**src/hdl/cct_pkg.sv**
```systemverilog
// Shared types, character codes and the per-byte tokenizer step functions.
// No dependencies; used by the decoder, the top level and the checker.
`timescale 1ns / 1ps

package cct_pkg;

  localparam int EvtMax    = 4;
  localparam int EvtIdxW   = $clog2(EvtMax);
  localparam int EvtCntW   = $clog2(EvtMax + 1);
  localparam int FifoDepth = 8;
  localparam int FifoPtrW  = $clog2(FifoDepth);
  localparam int FifoCntW  = $clog2(FifoDepth + 1);

  // Event kinds
  localparam logic [1:0] KIND_CHAR        = 2'd0;
  localparam logic [1:0] KIND_TOKEN_END   = 2'd1;
  localparam logic [1:0] KIND_COMMAND_END = 2'd2;

  // Character codes
  localparam logic [7:0] CH_QUOTE = 8'h22;
  localparam logic [7:0] CH_NL    = 8'h0A;
  localparam logic [7:0] CH_SEMI  = 8'h3B;
  localparam logic [7:0] CH_SLASH = 8'h2F;
  localparam logic [7:0] CH_SPACE = 8'h20;
  localparam logic [7:0] CH_TAB   = 8'h09;
  localparam logic [7:0] CH_CR    = 8'h0D;

  typedef struct packed {
    logic [1:0] kind;
    logic [7:0] ch;
    logic       last;
  } evt_t;

  typedef struct packed {
    logic quote_open;
    logic token_open;
    logic command_open;
    logic slash_waiting;
    logic comment_skip;
  } tok_state_t;

  typedef struct packed {
    tok_state_t              st;
    evt_t [EvtMax-1:0]       evt;
    logic [EvtCntW-1:0]      n;
  } work_t;

  function automatic logic is_white(input logic [7:0] c);
    return (c == CH_SPACE) || ((c >= CH_TAB) && (c <= CH_CR));
  endfunction

  // Append one event while there is room
  function automatic work_t emit(input work_t w, input logic [1:0] kind,
                                 input logic [7:0] ch);
    work_t r;
    r = w;
    if (r.n < EvtCntW'(EvtMax)) begin
      r.evt[r.n[EvtIdxW-1:0]] = '{kind: kind, ch: ch, last: 1'b0};
      r.n = r.n + EvtCntW'(1);
    end
    return r;
  endfunction

  function automatic work_t token_char(input work_t w, input logic [7:0] c);
    work_t r;
    r = emit(w, KIND_CHAR, c);
    r.st.token_open = 1'b1;
    return r;
  endfunction

  function automatic work_t end_token(input work_t w);
    work_t r;
    r = w;
    if (r.st.token_open) begin
      r = emit(r, KIND_TOKEN_END, 8'h00);
      r.st.command_open = 1'b1;
    end
    r.st.token_open = 1'b0;
    return r;
  endfunction

  function automatic work_t end_command(input work_t w);
    work_t r;
    r = end_token(w);
    if (r.st.command_open) begin
      r = emit(r, KIND_COMMAND_END, 8'h00);
    end
    r.st.command_open = 1'b0;
    return r;
  endfunction

  // Byte handling once slash and comment handling is settled
  function automatic work_t plain_byte(input work_t w, input logic [7:0] c);
    work_t r;
    r = w;
    if (r.st.quote_open) begin
      if ((c == CH_QUOTE) || (c == CH_NL)) begin
        r.st.quote_open = 1'b0;
      end
      if (c == CH_NL) begin
        r = end_command(r);
      end else if (c != CH_QUOTE) begin
        r = emit(r, KIND_CHAR, c);
      end
    end else if (c == CH_QUOTE) begin
      r.st.quote_open = 1'b1;
      r.st.token_open = 1'b1;
    end else if ((c == CH_SEMI) || (c == CH_NL)) begin
      r = end_command(r);
    end else if (is_white(c)) begin
      r = end_token(r);
    end else begin
      r = token_char(r, c);
    end
    return r;
  endfunction

endpackage

```
**src/hdl/cct_decode.sv**
```systemverilog
// Per-byte decoder: next tokenizer state and up to four events per byte.
// Depends on cct_pkg.
`timescale 1ns / 1ps

module cct_decode (
  input  cct_pkg::tok_state_t                  state_i,
  input  logic [7:0]                           char_i,
  input  logic                                 last_i,
  output cct_pkg::tok_state_t                  next_state_o,
  output cct_pkg::evt_t [cct_pkg::EvtMax-1:0]  evt_o,
  output logic [cct_pkg::EvtCntW-1:0]          evt_cnt_o
);
  import cct_pkg::*;

  work_t              w;
  logic [EvtIdxW-1:0] last_idx;

  always_comb begin
    w.st  = state_i;
    w.evt = '0;
    w.n   = '0;

    // Resolve comment skip and pending slash first
    if (w.st.comment_skip) begin
      if (char_i == CH_NL) begin
        w.st.comment_skip = 1'b0;
        w = plain_byte(w, char_i);
      end
    end else if (w.st.slash_waiting) begin
      w.st.slash_waiting = 1'b0;
      if (char_i == CH_SLASH) begin
        w.st.comment_skip = 1'b1;
      end else begin
        w = token_char(w, CH_SLASH);
        w = plain_byte(w, char_i);
      end
    end else if (!w.st.quote_open && (char_i == CH_SLASH) && !last_i) begin
      w.st.slash_waiting = 1'b1;
    end else begin
      w = plain_byte(w, char_i);
    end

    // Flush everything at the end of the text
    if (last_i) begin
      w = end_command(w);
      w.st = '0;
    end

    // Mark the final event of this byte
    last_idx = w.n[EvtIdxW-1:0] - EvtIdxW'(1);
    if (w.n != '0) begin
      w.evt[last_idx].last = 1'b1;
    end
  end

  assign next_state_o = w.st;
  assign evt_o        = w.evt;
  assign evt_cnt_o    = w.n;

endmodule

```
**src/hdl/console_command_tokenizer_top.sv**
```systemverilog
// The events of a taken byte are registered into the event queue and can appear on the output in the next cycle.
// Throughput: one byte per cycle; events leave one per cycle, while out_ready_i is high, from an
// eight-entry event queue, and a byte is taken while at least four queue entries are free.
// Reset (rst_ni low, asynchronous): tokenizer state and queue pointers cleared, no output valid.
`timescale 1ns / 1ps

module console_command_tokenizer_top (
  input  logic       clk_i,
  input  logic       rst_ni,
  input  logic       in_valid_i,
  output logic       in_ready_o,
  input  logic [7:0] char_in_i,
  input  logic       text_last_i,
  output logic       out_valid_o,
  input  logic       out_ready_i,
  output logic [1:0] event_kind_o,
  output logic [7:0] char_out_o,
  output logic       run_last_o
);
  import cct_pkg::*;

  tok_state_t          state_q, state_d;
  evt_t [EvtMax-1:0]   evt;
  logic [EvtCntW-1:0]  evt_cnt;

  evt_t                fifo_q [FifoDepth];
  logic [FifoPtrW-1:0] wr_ptr_q, rd_ptr_q;
  logic [FifoCntW-1:0] count_q;
  logic                in_fire, out_fire;
  logic [EvtCntW-1:0]  wr_n;
  evt_t                head;

  cct_decode u_decode (
    .state_i      (state_q),
    .char_i       (char_in_i),
    .last_i       (text_last_i),
    .next_state_o (state_d),
    .evt_o        (evt),
    .evt_cnt_o    (evt_cnt)
  );

  // Take a word only when a full burst of events fits in the queue
  assign in_ready_o = (count_q <= FifoCntW'(FifoDepth - EvtMax));
  assign in_fire    = in_valid_i && in_ready_o;
  assign out_fire   = out_valid_o && out_ready_i;
  assign wr_n       = in_fire ? evt_cnt : '0;

  // Advance tokenizer state on each accepted word
  always_ff @(posedge clk_i or negedge rst_ni) begin
    if (!rst_ni) begin
      state_q <= '0;
    end else if (in_fire) begin
      state_q <= state_d;
    end
  end

  // Queue pointers and fill count
  always_ff @(posedge clk_i or negedge rst_ni) begin
    if (!rst_ni) begin
      wr_ptr_q <= '0;
      rd_ptr_q <= '0;
      count_q  <= '0;
    end else begin
      wr_ptr_q <= wr_ptr_q + FifoPtrW'(wr_n);
      if (out_fire) begin
        rd_ptr_q <= rd_ptr_q + FifoPtrW'(1);
      end
      count_q <= count_q + FifoCntW'(wr_n) - FifoCntW'(out_fire);
    end
  end

  // Write this word's events into consecutive queue entries
  always_ff @(posedge clk_i) begin
    for (int k = 0; k < EvtMax; k++) begin
      if (in_fire && (EvtCntW'(k) < evt_cnt)) begin
        fifo_q[wr_ptr_q + FifoPtrW'(k)] <= evt[k];
      end
    end
  end

  // Present the queue head
  assign head         = fifo_q[rd_ptr_q];
  assign out_valid_o  = (count_q != '0);
  assign event_kind_o = head.kind;
  assign char_out_o   = head.ch;
  assign run_last_o   = head.last;

endmodule

```
**config.mk**
```make
export PLATFORM = sky130hd
export DESIGN_NAME = console_command_tokenizer_top
export DESIGN_NICKNAME = d
export VERILOG_FILES = /design/src/hdl/cct_pkg.sv /design/src/hdl/cct_decode.sv /design/src/hdl/console_command_tokenizer_top.sv
export SDC_FILE = /design/constraint.sdc
export NUM_CORES = 1
export LEC_CHECK = 0
export BUFFER_PORTS_ARGS = -buffer_cell sky130_fd_sc_hd__clkbuf_2
export CAP_MARGIN = 25
export CORE_MARGIN = 2
export CORE_UTILIZATION = 40
export CTS_CLUSTER_SIZE = 30
export DETAILED_ROUTE_END_ITERATION = 12
export SYNTH_ARGS = -nofsm -noshare
export SYNTH_HDL_FRONTEND = slang
export SYNTH_SLANG_ARGS = --single-unit
export TNS_END_PERCENT = 10
```
**constraint.sdc**
```tcl
create_clock -name clk_i -period 4 [get_ports clk_i]
set_input_delay 0.2 -clock clk_i [delete_from_list [all_inputs] [get_ports clk_i]]
set_output_delay 0.2 -clock clk_i [all_outputs]
set_load 0.05 [all_outputs]
```
==> run_results.csv <==
group,metric,value,unit
place,dp.cells,1102,
layout,postLayoutCoreUtil,0.5202,
synthesis,synth_ff_type,"edfxtp_1",
sta,tightest_slew,805.3,ps
route,drtIter0Drc,730,
synthesis,synth_mux_area_frac,0.1300,
sta,slew-limit-headroom,0.4631,
grt,grt_pass1_vias,6490,
worst_setup_path,reg2regPathDepth,19,
flow_run,cap_viol_max_count,0,
power_and_ir_drop,ir_worst_vdd,387.2,uV
route,routed_wirelength,23330,microns
synthesis,syn_avg_cell_area,10.13,sq um
synthesis,synth_xor_area_frac,0.01398,
synthesis,synthesis.nets,775,
floorplan,start_util,0.4046,
synthesis,yosys.area_share.simple,0.1741,
clocking,cts_root_buffer,"clkbuf_16",
route,routed-wl-met2,11160,microns
sta,hold_ws,149.0,ps
worst_setup_path,worstPathArrival,4260,ps
grt,grt_pass1_wl,36850,microns
synthesis,synth-seq-cells,103,
grt,grt_usage,0.2375,
clocking,clock_sinks,103,
worst_setup_path,start_kind,"input port",
place,portBuffers,25,
synthesis,syn_inst,742,
sta,maxSlewViolCount,0,
worst_setup_path,path_max_fanout,3,
worst_setup_path,crit_required,4290,ps
grt,grt_max_degree,25,
layout,area.growth.synth_to_final,28.58,%
synthesis,ys_warn_count,0,
layout,nets,922,
clocking,path_clk_slew,80,ps
route,firstDrtPassIters,5,
route,wire_per_inst,20.68,microns
sta,fmax,0.2518,GHz
clocking,tritoncts,"yes",
layout,fillers,1638,
clocking,clock_latency,370,ps
sta,rsz0062_at_grt,"yes",
floorplan,die_area,19910,sq um
grt,gr-total-overflow,0,
synthesis,synth_edf_count,88,
sta,fin_skew,14.74,ps
place,preCtsSetupSlack,-517.7,ps
worst_setup_path,critPathCaptureType,"register",
worst_setup_path,r2r_start,"state_q[0]",
power_and_ir_drop,powerDensity,700.0,nW/um^2
worst_setup_path,crit_path_end,"count_q[3]",
route,via_count,6700,
sta,period_share,0.9929,
sta,min_period,3971,ps
place,gp_congestion,0.9212,
route,dr_wl_met3,1145,microns
floorplan,rows,50,
worst_setup_path,startpoint,"char_in_i[4]",
floorplan,core,18580,sq um
synthesis,synth_compound_area_frac,0.2007,
floorplan,dieHeight,141.1,microns
power_and_ir_drop,leakage,3.581,nW
floorplan,io_pins,26,
synthesis,synth_top_family_by_area,"compound AO/OA/AOI/OAI gates",
route,viasPerCell,5.940,
synthesis,synthAdderAreaFrac,0.03529,
run_status,status,"complete, no violations",
sta,hold_viol,0,
layout,drive_gt1_frac,0.3445,
synthesis,synth_cell_types,92,
sta,worst_slack,28.58,ps
floorplan,fp.dieW,141.1,microns
route,ant_nets,0,
worst_setup_path,r2r_slack,40,ps
sta,setup_viol,0,
worst_setup_path,crit_type,"in -> reg",
clocking,numCtsBuffers,9,
route,drcViolationCount,0,
route,routed.top_layer,"met4",
route,met1Wirelength,10390,microns
clocking,ctsHtreeMaxLevel,3,
layout,n_antenna_cell,0,
worst_setup_path,r2r-end,"count_q[3]",
grt,antenna_found_initial,0,
place,hpwlAfterDp,18170,microns
clocking,clock_path_buffers,2,
synthesis,yosysSeqAreaShare,0.4015,
min_path,hold_class,"in -> reg",
synthesis,async_flop_share,0.1456,
layout,final_cell_count_no_fill,1128,
synthesis,synthesis.area,7517,sq um
[cells by family after synthesis]
| kind of cell | after synthesis |
|---|---|
| simple gates | 277 |
| mux | 68 |
| buf+inv | 72 |
| xor+xnor | 12 |
| compound gates | 190 |
| fa+ha+maj | 20 |
| flops | 103 |
[stage by stage]
stage | cell area, sq um | power [mW] | TNS [ps]
finish | 9666 | 6.766 | 0
global route | 9666 | 7.177 | -2206
CTS | 9385 | 6.535 | -61.48
global placement | 8986 | 5.528 | -63970
detailed placement | 9001 | 5.618 | -74620
floorplan | 7614 | 4.282 | -56370
[metal layers]
| layer | global-route usage | vias to the layer above |
|---|---|---|
| met2 | 0.3881 | 246 |
| li1 | - | 3113 |
| met4 | 0.07316 | 0 |
| met3 | 0.03193 | 47 |
| met5 | 0 | - |
| met1 | 0.3298 | 3294 |
[repair_timing]
action | 4_1_cts | 5_1_grt
hold endpoints to repair | 15 | 0
cloned | 1 | 2
pin swaps | 4 | 21
hold buffers | 1 | 0
gates resized for setup | 15 | 34
setup endpoints to repair | 139 | 172
buffers inserted | 0 | 5
[final cells by class]
| cell class | count | area (sq um) | share of cell area |
|---|---|---|---|
| Inverter | 29 | 108.9 | 0.01126 |
| Tap cell | 234 | 292.8 | 0.03029 |
| Clock inverter | 7 | 66.31 | 0.006861 |
| Clock buffer | 9 | 225.2 | 0.02330 |
| Timing Repair Buffer | 179 | 1520 | 0.1573 |
| Sequential cell | 103 | 3018 | 0.3122 |
| Multi-Input combinational cell | 567 | 4434 | 0.4588 |
[critical path: stages]
cell and delay [ps]:
buf_6 90, or3_4 380, or4_4 540, a211oi_2 220, o21ai_1 100, a21o_1 220
ha_4 230, o21a_4 200, ha_4 260, nand2_2 30, or4_4 420, and2_4 180
buf_12 130, nand2_8 60, nand2_4 60, ha_4 270, inv_2 40, ha_4 190
a21o_1 160, a21oi_2 140, xnor2_1 130
[worst min path at each step]
stage / cells past startpoint / endpoint / start
2_1_floorplan: 0 / count_q[0] / rst_ni
3_3_place_gp: 1 / state_q[0] / rst_ni
3_5_place_dp: 1 / state_q[3] / rst_ni
4_1_cts: 3 / rd_ptr_q[0] / out_ready_i
5_1_grt: 3 / rd_ptr_q[0] / out_ready_i
6_report: 3 / rd_ptr_q[0] / out_ready_i
[cells in the mapped netlist (3+ instances only)]
master     instances  share of area
a211o_1            3         0.0035
a211oi_1          29          0.029
a21o_1             5         0.0050
a21oi_1           40          0.027
a21oi_2            3         0.0035
a22o_1             6         0.0070
a22oi_1            3         0.0030
a2bb2oi_1          3         0.0035
a31oi_1            7         0.0058
a32oi_1            3         0.0035
and2_1             6         0.0050
and3_1            10         0.0083
buf_2              9         0.0060
buf_4              5         0.0050
buf_6              3         0.0045
clkbuf_1          23          0.011
dfrtp_1           15          0.050
edfxtp_1          88           0.35
ha_1              18          0.030
inv_1             27          0.013
mux2_2            13          0.019
mux2i_1           32          0.043
mux4_2            22          0.066
nand2_1           81          0.040
nand2b_1           7         0.0058
nand3_1           34          0.023
nand4_1            3         0.0025
nor2_1            92          0.046
nor3_1            11         0.0073
o21a_1             4         0.0040
o21ai_0           23          0.015
o21ai_1            7         0.0047
o221a_2            4         0.0060
o221ai_2           4         0.0080
o31ai_1            3         0.0030
or3_1             11         0.0092
xnor2_1            9          0.010
xor2_1             3         0.0035
[where the power goes]
group | switching (mW) | total, mW | internal [mW]
combinational | 2.43 | 4.22 | 1.79
clock | 0.447 | 0.885 | 0.438
sequential | 0.198 | 1.66 | 1.46
total | 3.08 | 6.77 | 3.69
[layout by cell type, fill, tap and decap left out, types with 4 or more instances in the layout]
cell type,n
a21oi_2,4
o221a_2,4
buf_4,126
o31ai_4,5
mux2i_1,30
o21ai_1,12
nand3_1,34
nor3_1,10
a21o_1,5
xnor2_1,8
or3_4,7
o21ai_0,16
clkbuf_16,10
a21oi_1,38
and3_1,10
nand2b_1,7
ha_1,14
ha_4,4
a22o_1,6
mux4_2,22
mux2_2,13
buf_6,13
a211oi_1,26
a31oi_1,6
nor2_1,92
buf_12,12
inv_1,26
or3_1,6
edfxtp_1,88
and2_1,6
nand2_1,79
clkbuf_2,22
o221ai_2,6
dfrtp_1,15
[sequential cells by signal, indices dropped and copies added (netlist names)]
| register | cells |
|---|---|
| wr_ptr_q | 3 |
| fifo_q | 88 |
| state_q | 5 |
| count_q | 4 |
| rd_ptr_q | 3 |
(Power assumes the default switching activity.)
